<file path="config.mk">
export PLATFORM = sky130hd
export DESIGN_NAME = gcode_char_tokenizer_flat
export DESIGN_NICKNAME = d
export VERILOG_FILES = /design/src/hw/rtl/gct_pkg.sv /design/src/hw/rtl/gct_in_if.sv /design/src/hw/rtl/gct_out_if.sv /design/src/hw/rtl/gcode_char_tokenizer.sv /design/src/flat_wrapper.sv
export SDC_FILE = /design/constraint.sdc
export NUM_CORES = 1
export LEC_CHECK = 0
export ABC_AREA = 1
export BUFFER_PORTS_ARGS = -buffer_cell sky130_fd_sc_hd__buf_4
export CORE_ASPECT_RATIO = 2
export CORE_UTILIZATION = 30
export CTS_CLUSTER_SIZE = 25
export DETAILED_ROUTE_END_ITERATION = 10
export GPL_TIMING_DRIVEN = 1
export PLACE_DENSITY = 0.5
export SLEW_MARGIN = 5
export SYNTH_ARGS = -nofsm -noshare
export SYNTH_HDL_FRONTEND = slang
export SYNTH_SLANG_ARGS = --single-unit
</file>
<file path="constraint.sdc">
create_clock -name clk_i -period 2.25 [get_ports clk_i]
set_input_delay 0.1125 -clock clk_i [delete_from_list [all_inputs] [get_ports clk_i]]
set_output_delay 0.1125 -clock clk_i [all_outputs]
set_load 0.02 [all_outputs]
</file>
<file path="src/hw/rtl/gct_pkg.sv">
// gct_pkg: widths, token class codes and character helpers for the g-code tokenizer
`timescale 1ns / 1ps

package gct_pkg;

  localparam int unsigned CharW  = 8;
  localparam int unsigned ClassW = 4;

  // token class codes
  localparam logic [ClassW-1:0] ClsDefault  = 4'd0;
  localparam logic [ClassW-1:0] ClsComment  = 4'd1;
  localparam logic [ClassW-1:0] ClsNumber   = 4'd2;
  localparam logic [ClassW-1:0] ClsWord     = 4'd3;
  localparam logic [ClassW-1:0] ClsParam    = 4'd4;
  localparam logic [ClassW-1:0] ClsString   = 4'd5;
  localparam logic [ClassW-1:0] ClsOperator = 4'd6;
  localparam logic [ClassW-1:0] ClsBuf      = 4'd7;
  localparam logic [ClassW-1:0] ClsCmd      = 4'd8;
  localparam logic [ClassW-1:0] ClsMsg      = 4'd9;

  // register indexes
  localparam logic [0:0] RegStartStyle = 1'b0;

  typedef logic [CharW-1:0] char_t;
  typedef logic [ClassW-1:0] class_t;

  // ascii upper case to lower case, everything else unchanged
  function automatic char_t low_case(input char_t c);
    char_t r;
    r = c;
    if (c >= "A" && c <= "Z") begin
      r = c + 8'd32;
    end
    return r;
  endfunction

  function automatic logic is_digit(input char_t c);
    return (c >= "0") && (c <= "9");
  endfunction

  // bytes that carry on a number, word or param run
  function automatic logic is_cont(input char_t c);
    return is_digit(c) || c == "." || c == "-" || c == "+" || c == "e" || c == "E";
  endfunction

  function automatic logic is_word_start(input char_t c);
    char_t l;
    l = low_case(c);
    return l == "g" || l == "m" || l == "t" || l == "n";
  endfunction

  function automatic logic is_param_start(input char_t c);
    char_t l;
    l = low_case(c);
    return l == "x" || l == "y" || l == "z" || l == "a" || l == "b" || l == "c" ||
           l == "u" || l == "v" || l == "d" || l == "h" || l == "s" || l == "f" ||
           l == "p" || l == "i" || l == "j" || l == "k";
  endfunction

  function automatic logic is_oper(input char_t c);
    return c == "*" || c == "/" || c == "-" || c == "+";
  endfunction

  // case-insensitive match of a five-byte window against "(xyz,"
  function automatic logic tag_match(input char_t w0, input char_t w1, input char_t w2,
                                     input char_t w3, input char_t w4,
                                     input char_t t1, input char_t t2, input char_t t3);
    return w0 == "(" && low_case(w1) == t1 && low_case(w2) == t2 &&
           low_case(w3) == t3 && w4 == ",";
  endfunction

endpackage

</file>
<file path="src/hw/rtl/gct_in_if.sv">
// gct_in_if: input channel carrying one text byte and its lookahead window per word
`timescale 1ns / 1ps

interface gct_in_if import gct_pkg::*; ();
  logic  valid;
  logic  ready;
  char_t cur_char;
  char_t ahead_one;
  char_t ahead_two;
  char_t ahead_three;
  char_t ahead_four;
  logic  first_char;
  logic  last_char;

  modport source (
    output valid, cur_char, ahead_one, ahead_two, ahead_three, ahead_four,
           first_char, last_char,
    input  ready
  );

  modport sink (
    input  valid, cur_char, ahead_one, ahead_two, ahead_three, ahead_four,
           first_char, last_char,
    output ready
  );
endinterface

</file>
<file path="src/hw/rtl/gct_out_if.sv">
// gct_out_if: result channel carrying one token class per word
`timescale 1ns / 1ps

interface gct_out_if import gct_pkg::*; ();
  logic   valid;
  logic   ready;
  class_t style;
  logic   run_end;

  modport source (
    output valid, style, run_end,
    input  ready
  );

  modport sink (
    input  valid, style, run_end,
    output ready
  );
endinterface

</file>
<file path="src/hw/rtl/gcode_char_tokenizer.sv">
// gcode_char_tokenizer: streaming token classifier for g-code text
`timescale 1ns / 1ps

// Takes one text byte per cycle while the result is not stalled, with its
// four-byte lookahead, and returns its token class (default, comment,
// number, word, param, string, operator, buf, cmd, msg) in the same order.
// A word is held in an input register; the class update logic between that
// register and the result register also feeds the held class back, so one
// byte is classified per clock when not stalled. A stalled result holds the
// pipeline, while a free input register still takes a new word. start_style
// at address 0 is the class loaded for a byte flagged first_char; values
// above 9 are treated as default. Write it only while no word is in flight.
module gcode_char_tokenizer import gct_pkg::*; (
  input  logic        clk_i,
  input  logic        rst_ni,
  // configuration port
  input  logic        psel_i,
  input  logic        penable_i,
  input  logic        pwrite_i,
  input  logic [2:0]  paddr_i,
  input  logic [31:0] pwdata_i,
  output logic [31:0] prdata_o,
  output logic        pready_o,
  // streams
  gct_in_if.sink      in_i,
  gct_out_if.source   out_o
);

  // configuration register
  class_t start_style_q;
  logic   cfg_sel;
  logic   cfg_wr;

  assign pready_o = 1'b1;
  assign cfg_sel  = (paddr_i[2] == RegStartStyle) && (paddr_i[1:0] == 2'b00);
  assign cfg_wr   = psel_i && penable_i && pwrite_i && cfg_sel;
  assign prdata_o = cfg_sel ? {{(32-ClassW){1'b0}}, start_style_q} : 32'd0;

  always_ff @(posedge clk_i or negedge rst_ni) begin
    if (!rst_ni) begin
      start_style_q <= ClsDefault;
    end else if (cfg_wr) begin
      start_style_q <= pwdata_i[ClassW-1:0];
    end
  end

  // input register
  logic  s1_valid_q;
  char_t c0_q, c1_q, c2_q, c3_q, c4_q;
  logic  first_q, last_q;
  logic  advance;
  logic  in_fire;

  assign advance    = !out_o.valid || out_o.ready;
  assign in_i.ready = !s1_valid_q || advance;
  assign in_fire    = in_i.valid && in_i.ready;

  always_ff @(posedge clk_i or negedge rst_ni) begin
    if (!rst_ni) begin
      s1_valid_q <= 1'b0;
    end else if (in_i.ready) begin
      s1_valid_q <= in_i.valid;
    end
  end

  always_ff @(posedge clk_i) begin
    if (in_fire) begin
      c0_q    <= in_i.cur_char;
      c1_q    <= in_i.ahead_one;
      c2_q    <= in_i.ahead_two;
      c3_q    <= in_i.ahead_three;
      c4_q    <= in_i.ahead_four;
      first_q <= in_i.first_char;
      last_q  <= in_i.last_char;
    end
  end

  // class update
  class_t cur_class_q, cur_class_d;
  class_t shown;
  class_t s_in;
  class_t s_run;
  logic   closed;

  always_comb begin
    s_in = first_q ? start_style_q : cur_class_q;
    if (s_in > ClsMsg) begin
      s_in = ClsDefault;
    end

    s_run  = s_in;
    closed = 1'b0;
    unique case (s_in)
      ClsOperator: begin
        if (!is_oper(c0_q)) s_run = ClsDefault;
      end
      ClsNumber, ClsWord, ClsParam: begin
        if (!is_cont(c0_q)) s_run = ClsDefault;
      end
      ClsComment, ClsBuf, ClsCmd, ClsMsg: begin
        if (c0_q == ")") closed = 1'b1;
      end
      default: begin
      end
    endcase

    shown = s_run;
    // look for the start of a new run
    if (!closed && s_run == ClsDefault) begin
      priority if (tag_match(c0_q, c1_q, c2_q, c3_q, c4_q, "b", "u", "f")) begin
        shown = ClsBuf;
      end else if (tag_match(c0_q, c1_q, c2_q, c3_q, c4_q, "c", "m", "d")) begin
        shown = ClsCmd;
      end else if (tag_match(c0_q, c1_q, c2_q, c3_q, c4_q, "m", "s", "g")) begin
        shown = ClsMsg;
      end else if (c0_q == "(") begin
        shown = ClsComment;
      end else if (is_digit(c0_q) || (c0_q == "." && is_digit(c1_q))) begin
        shown = ClsNumber;
      end else if (is_word_start(c0_q)) begin
        shown = ClsWord;
      end else if (is_param_start(c0_q)) begin
        shown = ClsParam;
      end else if (c0_q == "\"") begin
        shown = ClsString;
      end else if (is_oper(c0_q)) begin
        shown = ClsOperator;
      end else begin
        shown = ClsDefault;
      end
    end

    cur_class_d = closed ? ClsDefault : shown;
  end

  // held class and result register
  logic   out_valid_q;
  class_t out_style_q;
  logic   out_run_end_q;

  always_ff @(posedge clk_i or negedge rst_ni) begin
    if (!rst_ni) begin
      cur_class_q <= ClsDefault;
      out_valid_q <= 1'b0;
    end else if (advance) begin
      out_valid_q <= s1_valid_q;
      if (s1_valid_q) begin
        cur_class_q <= cur_class_d;
      end
    end
  end

  always_ff @(posedge clk_i) begin
    if (advance && s1_valid_q) begin
      out_style_q   <= shown;
      out_run_end_q <= last_q;
    end
  end

  assign out_o.valid   = out_valid_q;
  assign out_o.style   = out_style_q;
  assign out_o.run_end = out_run_end_q;

endmodule
</file>
<file path="src/flat_wrapper.sv">
// flat-port wrapper written by rule: the top's interface ports become plain ports
module gcode_char_tokenizer_flat import gct_pkg::*;
  (clk_i, rst_ni, psel_i, penable_i, pwrite_i, paddr_i, pwdata_i, prdata_o, pready_o, in_i_valid, in_i_cur_char, in_i_ahead_one, in_i_ahead_two, in_i_ahead_three, in_i_ahead_four, in_i_first_char, in_i_last_char, in_i_ready, out_o_valid, out_o_style, out_o_run_end, out_o_ready);
  gct_in_if in_i_i ();
  gct_out_if out_o_i ();
  input  logic clk_i;
  input  logic rst_ni;
  input  logic psel_i;
  input  logic penable_i;
  input  logic pwrite_i;
  input  logic [2:0] paddr_i;
  input  logic [31:0] pwdata_i;
  output logic [31:0] prdata_o;
  output logic pready_o;
  input wire logic [$bits(in_i_i.valid)-1:0] in_i_valid;
  input wire logic [$bits(in_i_i.cur_char)-1:0] in_i_cur_char;
  input wire logic [$bits(in_i_i.ahead_one)-1:0] in_i_ahead_one;
  input wire logic [$bits(in_i_i.ahead_two)-1:0] in_i_ahead_two;
  input wire logic [$bits(in_i_i.ahead_three)-1:0] in_i_ahead_three;
  input wire logic [$bits(in_i_i.ahead_four)-1:0] in_i_ahead_four;
  input wire logic [$bits(in_i_i.first_char)-1:0] in_i_first_char;
  input wire logic [$bits(in_i_i.last_char)-1:0] in_i_last_char;
  output wire logic [$bits(in_i_i.ready)-1:0] in_i_ready;
  output wire logic [$bits(out_o_i.valid)-1:0] out_o_valid;
  output wire logic [$bits(out_o_i.style)-1:0] out_o_style;
  output wire logic [$bits(out_o_i.run_end)-1:0] out_o_run_end;
  input wire logic [$bits(out_o_i.ready)-1:0] out_o_ready;
  assign in_i_i.valid = in_i_valid;
  assign in_i_i.cur_char = in_i_cur_char;
  assign in_i_i.ahead_one = in_i_ahead_one;
  assign in_i_i.ahead_two = in_i_ahead_two;
  assign in_i_i.ahead_three = in_i_ahead_three;
  assign in_i_i.ahead_four = in_i_ahead_four;
  assign in_i_i.first_char = in_i_first_char;
  assign in_i_i.last_char = in_i_last_char;
  assign in_i_ready = in_i_i.ready;
  assign out_o_valid = out_o_i.valid;
  assign out_o_style = out_o_i.style;
  assign out_o_run_end = out_o_i.run_end;
  assign out_o_i.ready = out_o_ready;
  gcode_char_tokenizer u_core (.clk_i(clk_i), .rst_ni(rst_ni), .psel_i(psel_i), .penable_i(penable_i), .pwrite_i(pwrite_i), .paddr_i(paddr_i), .pwdata_i(pwdata_i), .prdata_o(prdata_o), .pready_o(pready_o), .in_i(in_i_i), .out_o(out_o_i));
endmodule
</file>
==> results of run 1 <==
per-stage QoR:
step                      cell area (um^2)  util (%)
after floorplan                       3100         -
after global placement                3570      36.8
after detailed placement              3570      36.8
after CTS                             4360      44.9
after global routing                  4410      45.5
final                                 4410      45.5
layer usage:
metal | track usage (%) | part of all wire (%)
met2 | 26.7 | 59
met3 | 2.73 | 3.1
met4 | 8.88 | 3.7
met5 | 0 | 0
met1 | 11.9 | 34
power breakdown:
part           total [uW]  internal [uW]  switching [uW]
registers            1370           1300            73.6
logic                 677            283             394
clock network        1400            954             444
state kept, by name, summed over array words and instances (netlist names):
signal and flops:
u_core.c0_q 8, u_core.c1_q 8, u_core.c2_q 8, u_core.c3_q 8, u_core.c4_q 8, u_core.cur_class_q 4
u_core.out_o.style 4, u_core.start_style_q 4, u_core.first_q 1, u_core.last_q 1, u_core.out_o.run_end 1, u_core.out_o.valid 1
u_core.s1_valid_q 1
worst max-delay path: cells and delay by family (launching register included):
kind | cells | cell delay, ns
and+or+nand+nor | 15 | 1.32
DFF | 1 | 0.48
buffers and inverters | 1 | 0.20
Yosys cell counts, drive strengths merged, types with 2 or more instances:
cell	instances
nand3	28
buf	29
nor4	2
nand2	78
dfrtp	10
edfxtp	47
nand4	4
o21ai	10
a21oi	4
inv	38
nor2	41
ha	6
o21a	2
nor3	11
o22ai	2
conb	2
area by class of cell:
cell class / count / area, um^2 / area share, %
clock inverter: 6 / 83.8 / 1.90
clock buffer: 9 / 225 / 5.10
multi-input combinational: 229 / 1120 / 25.4
tap: 132 / 165 / 3.74
timing repair buffer: 119 / 1010 / 23.0
inverter: 38 / 143 / 3.23
sequential: 57 / 1660 / 37.6
path summary, 6_finish.rpt:
kind	slack [ns]	depth (start not counted)	endpoint
min in group asynchronous	0.17	2	u_core.cur_class_q[2]
hold / removal	0.06	4	u_core.out_o.valid
max in group asynchronous	1.93	2	u_core.cur_class_q[3]
setup / recovery	0.18	16	u_core.cur_class_q[1]
hold reg to reg	0.44	0	u_core.out_o.run_end
setup reg to reg	0.18	16	u_core.cur_class_q[1]
timing repair:
action | 4_1_cts | 5_1_grt
setup buffers | 0 | 2
endpoints found under the hold margin | 57 | 0
gates resized for setup | 0 | 12
hold buffers | 48 | 0
setup endpoints to repair | 0 | 5
cells by family (layout without fill, tap and decap cells):
group	count (synthesis)	in the layout	synth area share, %
buffers and inverters	67	172	12.0
DFF	57	57	55.3
other	2	29	0.250
and+or+nand+nor	168	168	24.5
AOI/OAI and AO/OA	26	26	5.38
adders and majority gates	6	6	2.50
==> results_dict.tcl, run 1 <==
set metrics [dict create \
    status "complete, no violations" \
    gr-total-overflow 0 \
    synth_warnings 0 \
    ir_drop_mv 0.576 \
    end_kind "flop" \
    nets 544 \
    setup_tns_ns 0 \
    yosysSeqAreaShare_pct 55.3 \
    critPathLaunch "u_core.c0_q[2]" \
    total_power_uw 3450 \
    clk_path_buf_depth 2 \
    grt_pass1_vias 2389 \
    slowest_stage "edfxtp_1" \
    dpl.hpwl_um 4830 \
    fin_crit_sh_pct 91.9 \
    postRouteAntennaNets 0 \
    vias 2511 \
    tightest_slew_ns 0.538 \
    cts_root_buf "clkbuf_16" \
    numCtsBuffers 9 \
    synthToLayoutAreaGrowth_pct 47.0 \
    stdcell_count 590 \
    worstSetupPathType "reg -> reg" \
    synthesis.area_mm2 0.00300 \
    max_stage_delay_ns 0.48 \
    die_w_um 72.7 \
    rsz0062_at_grt "no" \
    cts.sink_count 57 \
    fin_ws_ns 0.183 \
    clk_pin_slew_ns 0.05 \
    num-fill-cells 970 \
    hp-start "out_o_ready" \
    synthCells 326 \
    die-area_mm2 0.0104 \
    holdCritPathClass "in -> reg" \
    critPathRequiredTime_ns 2.51 \
    relSlewSlack_pct 64.1 \
    yosysTopAreaCell "edfxtp_1" \
    antenna_cells 0 \
    grt_pass1_wl_um 10400 \
    wl_per_cell_um 11.1 \
    groute.usage.overall_pct 13.6 \
    synth_edf_count 47 \
    setup_violations 0 \
    hold_ws_ns 0.0579 \
    crit_top_cell "nand2_1" \
    dp.cells 525 \
    dr.pass1.iters 4 \
    final_cell_mix "74 x nand2_1, 71 x buf_4, 48 x dlygate4sd3_1" \
    synthFlopType "edfxtp_1" \
    p_leak_uw 0.00200 \
    ys_types 33 \
    totalWireLength_um 6540 \
    maxSlewViolCount 0 \
    worstSkewPairLatency_ns 0.32 \
    drive_gt1_share_pct 23.1 \
    post-place-ws_ns 0.0973 \
    drt_iter0_drc 96 \
    drc 0 \
    min_period_ns 2.07 \
    core_region_area_mm2 0.00970 \
    max_freq_ghz 0.484 \
    skew_ns 0.00491 \
    num_io_pins 124 \
    placement.io_buffers 66 \
    crit_path_max_fanout 5 \
    synth_top_area_share_pct 47.0 \
    drt-vias-per-instance 4.26 \
    powerDensity_mw_per_mm2 781 \
    antenna_found_initial 0 \
    row_count 51 \
    synthTopCellsByArea "edfxtp_1 47%, nand2_1 9.2%, dfrtp_1 8.3%, buf_4 7.2%, nor2_1 5.0%" \
    drv_cap 0 \
    cp.arrival_ns 2.33 \
    start_util_pct 31.0 \
    place_congestion 0.842 \
    async_flop_share_pct 17.5 \
    layout_commonest_cell "nand2_1" \
    htreeDepth 3 \
    start_kind "flop" \
    r2r-start "u_core.c0_q[2]" \
    cts_tree "built" \
    dieHeight_um 143 \
    syn_avg_cell_area_um2 9.21 \
    crit_chain "buf_4, nor2_2, nand2_1, nand3_1, nand2_1, nand3_1, nand3_1, nor2_2, nand2_1, nand2_1, nor2_1, nand3_1, nand2_1, nand2_2, nand2_1, nand2_1" \
    hold_violations 0 \
    grt_max_degree 43 \
    ys_ff_latch 57 \
]
(Power assumes the default switching activity.)
==> inputs of run 2 (changes only) <==
--- a/config.mk
+++ b/config.mk
@@ -13,7 +13,6 @@
 export DETAILED_ROUTE_END_ITERATION = 10
 export GPL_TIMING_DRIVEN = 1
 export PLACE_DENSITY = 0.5
-export SLEW_MARGIN = 5
 export SYNTH_ARGS = -nofsm -noshare
 export SYNTH_HDL_FRONTEND = slang
 export SYNTH_SLANG_ARGS = --single-unit
==> constraint.sdc (replaced) <==
create_clock -name clk_i -period 2.25 [get_ports clk_i]
set_input_delay 0.3375 -clock clk_i [delete_from_list [all_inputs] [get_ports clk_i]]
set_output_delay 0.3375 -clock clk_i [all_outputs]
set_load 0.02 [all_outputs]
==> run 2 against run 1 <==
Fmax grew 0.22%. Sequential power barely moved. Utilization down 4.9 points. Cell area fell by 11%. Clock skew up 0.00082 ns. Critical path depth down 5. First-iteration DRC count rose by 42%. Critical endpoint is now u_core.out_o.style[2]. Largest cell class unchanged.
==> results_dict.tcl, run 2 (same netlist as run 1, synthesis figures left out) <==
set metrics [dict create \
    status "complete, no violations" \
    antenna_found_initial 0 \
    die_w_um 72.7 \
    drc 0 \
    drive_gt1_share_pct 25.5 \
    worstSkewPairLatency_ns 0.32 \
    setup_violations 0 \
    cts_tree "built" \
    final_cell_mix "74 x nand2_1, 72 x buf_4, 47 x edfxtp_1" \
    die-area_mm2 0.0104 \
    antenna_cells 0 \
    groute.usage.overall_pct 13.0 \
    synthToLayoutAreaGrowth_pct 31.2 \
    stdcell_count 544 \
    placedInstanceArea_mm2 0.00357 \
    final_cell_area_mm2 0.00394 \
    drt-vias-per-instance 4.30 \
    htreeDepth 3 \
    postRouteAntennaNets 0 \
    num_io_pins 124 \
    grt_pass1_wl_um 9880 \
    placement.io_buffers 66 \
    crit_chain "nor2_1, nand3_1, a211oi_1, buf_4, nand2_2, nand3_2, nand2_1, nand2_1, nor2_2, nand2_1, nand2_1" \
    place_congestion 0.839 \
    cpLargestDelayFamily "simple AND/OR/NAND/NOR gates" \
    r2r-start "u_core.c0_q[6]" \
    start_kind "flop" \
    powerDensity_mw_per_mm2 855 \
    end_kind "flop" \
    relSlewSlack_pct 64.5 \
    core_region_area_mm2 0.00970 \
    min_period_ns 2.06 \
    path_buf_inv 1 \
    crit_top_cell "nand2_1" \
    critPathRequiredTime_ns 2.31 \
    dr.pass1.iters 4 \
    maxSlewViolCount 0 \
    dpl.hpwl_um 4880 \
    hp-start "in_i_ahead_three[4]" \
    crit_path_max_fanout 6 \
    hold_ws_ns 0.189 \
    layout_commonest_cell "nand2_1" \
    worstSetupPathType "reg -> reg" \
    cp.arrival_ns 2.12 \
    cts.sink_count 57 \
    ir_drop_mv 0.689 \
    clk_path_buf_depth 2 \
    critPathLaunch "u_core.c0_q[6]" \
    tightest_slew_ns 0.532 \
    dieHeight_um 143 \
    max_freq_ghz 0.485 \
    max_stage_delay_ns 0.46 \
    num-fill-cells 1003 \
    vias 2341 \
    cts_root_buf "clkbuf_16" \
    wl_per_cell_um 11.4 \
    dp.cells 525 \
    fin_ws_ns 0.187 \
    holdCritPathClass "in -> reg" \
    fin_crit_sh_pct 91.7 \
    grt_max_degree 43 \
    hold_violations 0 \
    slowest_stage "edfxtp_1" \
    skew_ns 0.00573 \
    drv_cap 0 \
    numCtsBuffers 9 \
    gr-total-overflow 0 \
    nets 498 \
    row_count 51 \
    post-place-ws_ns 0.109 \
    totalWireLength_um 6220 \
    rsz0062_at_grt "no" \
    p_leak_uw 0.00181 \
    grt_pass1_vias 2240 \
    start_util_pct 31.0 \
    drt_iter0_drc 136 \
    clk_pin_slew_ns 0.05 \
    setup_tns_ns 0 \
]
-- run 2: metal layers --
layer / GRT usage [%] / share of wire (%) / vias up
met5: 0 / 0 / -
met4: 8.46 / 3.5 / 0
met3: 3.16 / 4.3 / 14
met2: 25.0 / 57 / 79
met1: 11.6 / 35 / 1046
li1: - / - / 1202
-- run 2: layout make-up --
class                           instances  area, um^2  share of cell area, %
Sequential cell                        57        1660                   42.2
Multi-Input combinational cell        229        1110                   28.2
Timing Repair Buffer                   73         551                   14.0
Clock buffer                            9         225                   5.72
Tap cell                              132         165                   4.19
Inverter                               38         143                   3.62
Clock inverter                          6        83.8                   2.13
-- run 2: per-stage QoR --
| step | total power [uW] | utilization, % |
|---|---|---|
| after floorplan | 1790 | - |
| after global placement | 1960 | 36.8 |
| after detailed placement | 1970 | 36.8 |
| after CTS | 3400 | 40.1 |
| after global routing | 3550 | 40.6 |
| final | 3370 | 40.6 |
-- run 2: where the power goes --
part	internal (uW)	switching, uW
Clock	954	448
Combinational	227	373
Sequential	1300	68.6
-- run 2: path summary, 6_finish.rpt --
path,end,slack [ns],cells after the start
max,u_core.out_o.style[2],0.19,11
min,u_core.c3_q[4],0.19,1
min in group asynchronous,u_core.start_style_q[1],0.40,2
max in group asynchronous,u_core.cur_class_q[3],1.71,2
max reg2reg,u_core.out_o.style[2],0.19,11
min reg2reg,u_core.out_o.run_end,0.43,0
-- run 2: repair_timing --
item | 4_1_cts | 5_1_grt
hold buffers | 1 | 0
endpoints found under the setup margin | 0 | 8
buffers inserted | 0 | 3
endpoints found under the hold margin | 10 | 0
resized for setup | 0 | 9
